$ cat src/hw/rtl/wuf_pkg.sv
// Shared types and constants for the weighted union-find block.
package wuf_pkg;

  localparam int NODE_W = 10;
  localparam int POT_W = 32;
  localparam int CNT_W = 11;
  localparam int CFG_AW = 3;
  localparam int CFG_DW = 32;

  localparam logic [CNT_W-1:0] NODE_COUNT_RST = 11'd1024;
  localparam logic REG_NODE_COUNT = 1'b0;

  localparam logic FUNC_RELATE = 1'b0;
  localparam logic FUNC_QUERY = 1'b1;

  typedef struct packed {
    logic func;
    logic [NODE_W-1:0] node_a;
    logic [NODE_W-1:0] node_b;
    logic signed [POT_W-1:0] difference;
  } in_word_t;

  typedef struct packed {
    logic consistent;
    logic joined;
    logic bad_index;
    logic [NODE_W-1:0] root_label;
    logic signed [POT_W-1:0] node_potential;
  } out_word_t;

  typedef enum logic [1:0] {
    RES_BAD = 2'd0,
    RES_QUERY = 2'd1,
    RES_CHECK = 2'd2,
    RES_JOIN = 2'd3
  } res_kind_t;

  typedef struct packed {
    logic idle;
    logic latch_in;
    logic init_step;
    logic wr_keep;
    logic wr_move;
    logic scan_step;
    logic out_load;
    res_kind_t kind;
  } wuf_cmd_t;

  typedef struct packed {
    logic bad;
    logic func;
    logic same;
    logic cnt_last;
    logic out_free;
  } wuf_stat_t;

endpackage

$ cat src/hw/rtl/wuf_ctrl.sv
// Controller state machine that sequences clearing, lookups, merges and result delivery.
module wuf_ctrl
  import wuf_pkg::*;
(
  input  logic      clk,
  input  logic      rst_n,
  input  logic      in_valid,
  input  wuf_stat_t stat,
  output wuf_cmd_t  cmd
);

  typedef enum logic [8:0] {
    S_INIT  = 9'b000000001,
    S_IDLE  = 9'b000000010,
    S_CHECK = 9'b000000100,
    S_NODES = 9'b000001000,
    S_SIZES = 9'b000010000,
    S_ZERO  = 9'b000100000,
    S_SCAN  = 9'b001000000,
    S_DRAIN = 9'b010000000,
    S_DONE  = 9'b100000000
  } state_t;

  state_t state_r, state_nxt;
  res_kind_t kind_r, kind_nxt;

  always_ff @(posedge clk) begin
    if (!rst_n) begin
      state_r <= S_INIT;
      kind_r <= RES_BAD;
    end else begin
      state_r <= state_nxt;
      kind_r <= kind_nxt;
    end
  end

  always_comb begin
    state_nxt = state_r;
    kind_nxt = kind_r;
    cmd = '0;
    cmd.kind = kind_r;
    case (state_r)
      S_INIT: begin
        cmd.init_step = 1'b1;
        if (stat.cnt_last) begin
          state_nxt = S_IDLE;
        end
      end
      S_IDLE: begin
        cmd.idle = 1'b1;
        if (in_valid) begin
          cmd.latch_in = 1'b1;
          state_nxt = S_CHECK;
        end
      end
      S_CHECK: begin
        if (stat.bad) begin
          kind_nxt = RES_BAD;
          state_nxt = S_DONE;
        end else begin
          state_nxt = S_NODES;
        end
      end
      S_NODES: begin
        if (stat.func == FUNC_QUERY) begin
          kind_nxt = RES_QUERY;
          state_nxt = S_DONE;
        end else if (stat.same) begin
          kind_nxt = RES_CHECK;
          state_nxt = S_DONE;
        end else begin
          state_nxt = S_SIZES;
        end
      end
      S_SIZES: begin
        cmd.wr_keep = 1'b1;
        state_nxt = S_ZERO;
      end
      S_ZERO: begin
        cmd.wr_move = 1'b1;
        state_nxt = S_SCAN;
      end
      S_SCAN: begin
        cmd.scan_step = 1'b1;
        if (stat.cnt_last) begin
          state_nxt = S_DRAIN;
        end
      end
      S_DRAIN: begin
        kind_nxt = RES_JOIN;
        state_nxt = S_DONE;
      end
      S_DONE: begin
        if (stat.out_free) begin
          cmd.out_load = 1'b1;
          state_nxt = S_IDLE;
        end
      end
      default: begin
        state_nxt = S_INIT;
      end
    endcase
  end

endmodule

$ cat config.mk
export PLATFORM = sky130hd
export DESIGN_NAME = wuf_ctrl
export DESIGN_NICKNAME = d
export VERILOG_FILES = /design/src/hw/rtl/wuf_pkg.sv /design/src/hw/rtl/wuf_ctrl.sv
export SDC_FILE = /design/constraint.sdc
export NUM_CORES = 1
export LEC_CHECK = 0
export BUFFER_PORTS_ARGS = -buffer_cell sky130_fd_sc_hd__buf_4
export CAP_MARGIN = 20
export CORE_AREA = 10 10 53 55
export CTS_CLUSTER_SIZE = 30
export DETAILED_ROUTE_END_ITERATION = 8
export DIE_AREA = 0 0 63 65
export GPL_TIMING_DRIVEN = 0
export MAX_ROUTING_LAYER = met4
export PLACE_DENSITY = 0.67
export SETUP_SLACK_MARGIN = 0.5
export SYNTH_ARGS = -nofsm -noshare
export SYNTH_HDL_FRONTEND = slang
export SYNTH_SLANG_ARGS = --single-unit
$ cat constraint.sdc
create_clock -name clk -period 4.9 [get_ports clk]
set_input_delay 0.49 -clock clk [delete_from_list [all_inputs] [get_ports clk]]
set_output_delay 0.49 -clock clk [all_outputs]
set_load 0.02 [all_outputs]
# == After elaboration in Yosys (flattened, before gate mapping) ==
# Index checks and enable logic that the tools add are counted.
# Widths: inputs -> output; s select.
# classes
n_eq_ne,15
mux,20
reduce_logical,3
# op_table
cell,n
$pmux 9 s9,1
$mux 9,7
$ne 2x2->1 const B,5
$eq 9x1->1 const B,1
$eq 9x2->1 const B,1
$eq 9x3->1 const B,1
$eq 9x4->1 const B,1
$eq 9x5->1 const B,1
$eq 9x6->1 const B,1
$eq 9x7->1 const B,1
$eq 9x8->1 const B,1
$eq 9x9->1 const B,1
$mux 2,4
$mux 1,7
$pmux 2 s3,1
$reduce_and 4->1,1
$ne 3x3->1 const B,1
$reduce_and 3->1,1
$reduce_bool 3->1,1
# totals
regBits,11
in_bits,8
out_inout_bits,9
word_cells,40

# == Logic depth before layout (Yosys ltp) ==
# logic_depth
word_depth,3
depth_mapped,6
depth_no_buf,5

# == Least setup slack after synthesis ==
# OpenSTA, ideal clock, no wires.
# synth_path
kind,register to register
from,reg state_r[0]
to,reg kind_r[1]
setup_time_ps,115
arrival_ps,1672
required_time_ps,4785
slack_ps,3114
stages_incl_launch_ff,7
n_path_buf,1
synth_period_minus_slack_ps,1786
cell_sequence,dfxtp_1 > buf_6 > nor4_4 > nand4b_2 > a221o_1 > and2_0 > o21a_1
# synth_between
elab_chain_cells,3
elab_cells_between_ends,8
classes_between,eq/ne: 5; mux: 1; reduce/logical: 2
# synth_lines
element,line,rtl
start: declaration,wuf_ctrl.sv:24,"state_t state_r, state_nxt;"
start signal: assignment,wuf_ctrl.sv:32,state_r <= state_nxt;
$eq 9x4->1 (tied with other cells),wuf_ctrl.sv:42,case (state_r)
$ne 3x3->1 (no source line) (tied with other cells),--,
$reduce_and 3->1 (no source line),--,
end signal: assignment,wuf_ctrl.sv:33,kind_r <= kind_nxt;
end: declaration,wuf_ctrl.sv:25,"res_kind_t kind_r, kind_nxt;"
# Parallel ways exist; a longest one is shown, timed or not.
# A chain may end at the register's enable or synchronous reset.

==> results_dict.tcl <==
set metrics [dict create \
    clkTransAtPathRegs_ps 80 \
    final.setup.tns_ps 0 \
    max_cap_viol_count 0 \
    synth_top_area_share_pct 32.29 \
    nFillCells 181 \
    final_net_count 113 \
    synth_edf_count 0 \
    antenna_cells 0 \
    grt_pass1_vias 662 \
    netlist_instances 84 \
    slew_viol_final 0 \
    synth_warnings 0 \
    worst_pin_slew_ps 437.7 \
    yosys.cell_types.count 33 \
    grt_usage_pct 9.015 \
    grt_max_degree 11 \
    min_period_ps 2193 \
    grt_pass1_wl_mm 2.994 \
    drt_iter0_markers 15 \
    crit_fanout 8 \
    synth.largest_area_cell "dfxtp_1" \
    wire_per_inst_um 13.12 \
    ctsResizeCount 0 \
    syn_avg_cell_area_um2 8.118 \
    synth-seq-cells 11 \
    clock_skew_ps 5.809 \
    via_per_inst 5.214 \
    drc 0 \
    ys_seq_area_share_pct 32.29 \
    clock_latency_ps 270 \
    vias 683 \
    postPlaceCellArea_um2 835.8 \
    grtUsageMet3_pct 1.546 \
    grt_use_met2_pct 13.96 \
    drtPass1Iterations 4 \
    ios 17 \
    hp-class "in2reg" \
    holdBufCountCts 0 \
    fmax_ghz 0.4560 \
    synth_area_leaders "dfxtp_1 (32%), nor2_1 (5.0%), nor2b_1 (4.6%), inv_1 (3.9%), nor4_4 (3.1%)" \
    ctsLongestPathBuffers 2 \
    irDropWorstVdd_mv 0.2457 \
    outcome "complete, no violations" \
    finalHoldViolCount 0 \
    cp-end-kind "primary output" \
    power.density_mw_per_mm2 350.1 \
    busiest_layer "met2" \
    synth_flop_cell "dfxtp_1" \
    drive_above_1_share_pct 25.96 \
    die_w_um 63 \
    synth_nets 92 \
    antenna_found_initial 0 \
    post_cts.repair.setup_buffers 0 \
    core_mm2 0.001862 \
    met1_usage_pct 10.74 \
    p_leak_nw 0.3820 \
    fp.dieH_um 65 \
    numPortBuffers 16 \
    numCtsBuffers 3 \
    yosysMostFrequentCell "dfxtp_1" \
    setup_viol 0 \
    netlist_top_cells_count "dfxtp_1 (11), nor2_1 (9), inv_1 (7)" \
    cts_tree "built" \
    routed_wl_mm 1.719 \
    rows 16 \
    htreeDepth 1 \
    area_growth_pct 26.42 \
    finalPower_uw 301.8 \
    startpoint_type "register" \
    place.gp.congestion 0.8460 \
    relSlewSlack_pct 70.55 \
    hpwl_mm 1.325 \
    grt-ovfl-total 0 \
    cts_sinks 11 \
    worstPathArrival_ps 1700 \
    dieArea_mm2 0.004095 \
    rsz0062_at_grt "no" \
    fin_area_um2 862.1 \
    netlist_area_um2 681.9 \
    fin_crit_sh_pct 44.76 \
    hold_ws_ps 463.5 \
    start_util_pct 36.63 \
    drtAntennaViolNets 0 \
    cp.required_ps 4410 \
    root_buffer "clkbuf_4" \
    crit_type "reg2out" \
    async_flop_share_pct 0 \
]
[flip-flops by register name, summed over array words and instances, names as in the netlist]
signal,count
state_r,9
kind_r,2
[per-stage QoR]
step           util [%]  worst slack [ps]  instances
2_1_floorplan         -              3114         84
3_3_place_gp      44.89              2951        127
3_5_place_dp      44.89              2957        127
4_1_cts           46.30              2715        131
5_1_grt           46.30              2602        131
6_report          46.30              2707        131
[cell usage in the layout (no fill, tap or decap), types with 2 or more instances in the layout]
cell	netlist	final
buf_4	0	16
dfxtp_1	11	11
nor2_1	9	9
inv_1	7	7
nor2b_1	5	5
nor3_1	4	4
a21oi_1	4	4
o21ai_0	4	4
buf_2	3	3
nand4_1	3	3
nand2_1	3	3
clkbuf_4	0	3
nand3_1	2	2
nand4b_1	2	2
and4_1	2	2
a21boi_0	2	2
nand3b_1	2	2
o21a_1	2	2
xnor2_1	2	2
o311ai_0	2	2
[where the power goes]
group | leakage [nW] | switching [mW] | internal, mW | total (mW)
clock network | 0.0150 | 0.0338 | 0.0315 | 0.0653
registers | 0.0891 | 0.0115 | 0.0975 | 0.109
logic | 0.278 | 0.0677 | 0.0599 | 0.128
[worst max-delay path: stages (launching register included)]
cell	delay, ps
dfxtp_1	310
buf_6	130
nor4_4	440
nand4b_1	270
inv_1	130
buf_4	150
[layout make-up]
cell class                      count  area [um2]  share of cell area (%)
Timing Repair Buffer               16       120.1                   13.93
Sequential cell                    11       220.2                   25.54
Clock buffer                        4       26.28                   3.048
Inverter                            7       26.28                   3.048
Tap cell                           27       33.78                   3.919
Buffer                              4       26.28                   3.048
Multi-Input combinational cell     62       409.1                   47.46
[worst paths after layout]
kind              depth (start not counted)  slack, ps         end        from
setup / recovery                          5       2710      cmd[3]  state_r[0]
hold / removal                            2        460  state_r[0]       rst_n
setup reg to reg                          6       2930   kind_r[1]  state_r[0]
hold reg to reg                           2        510   kind_r[0]   kind_r[0]
[logic make-up after synthesis]
kind of cell              after synthesis  share of synthesized area [%]
and+or+nand+nor                        42                          40.00
AOI/OAI and AO/OA                      18                          17.43
DFF                                    11                          32.29
buffers and inverters                  11                          7.706
xor gates and xnor gates                2                          2.569
[per-layer routing]
metal  vias up  part of all wire, %
met5         -                    0
met1       317                   47
met4         0                  2.0
met3         4                  3.1
li1        346                    -
met2        16                   48
(Power assumes the default switching activity.)
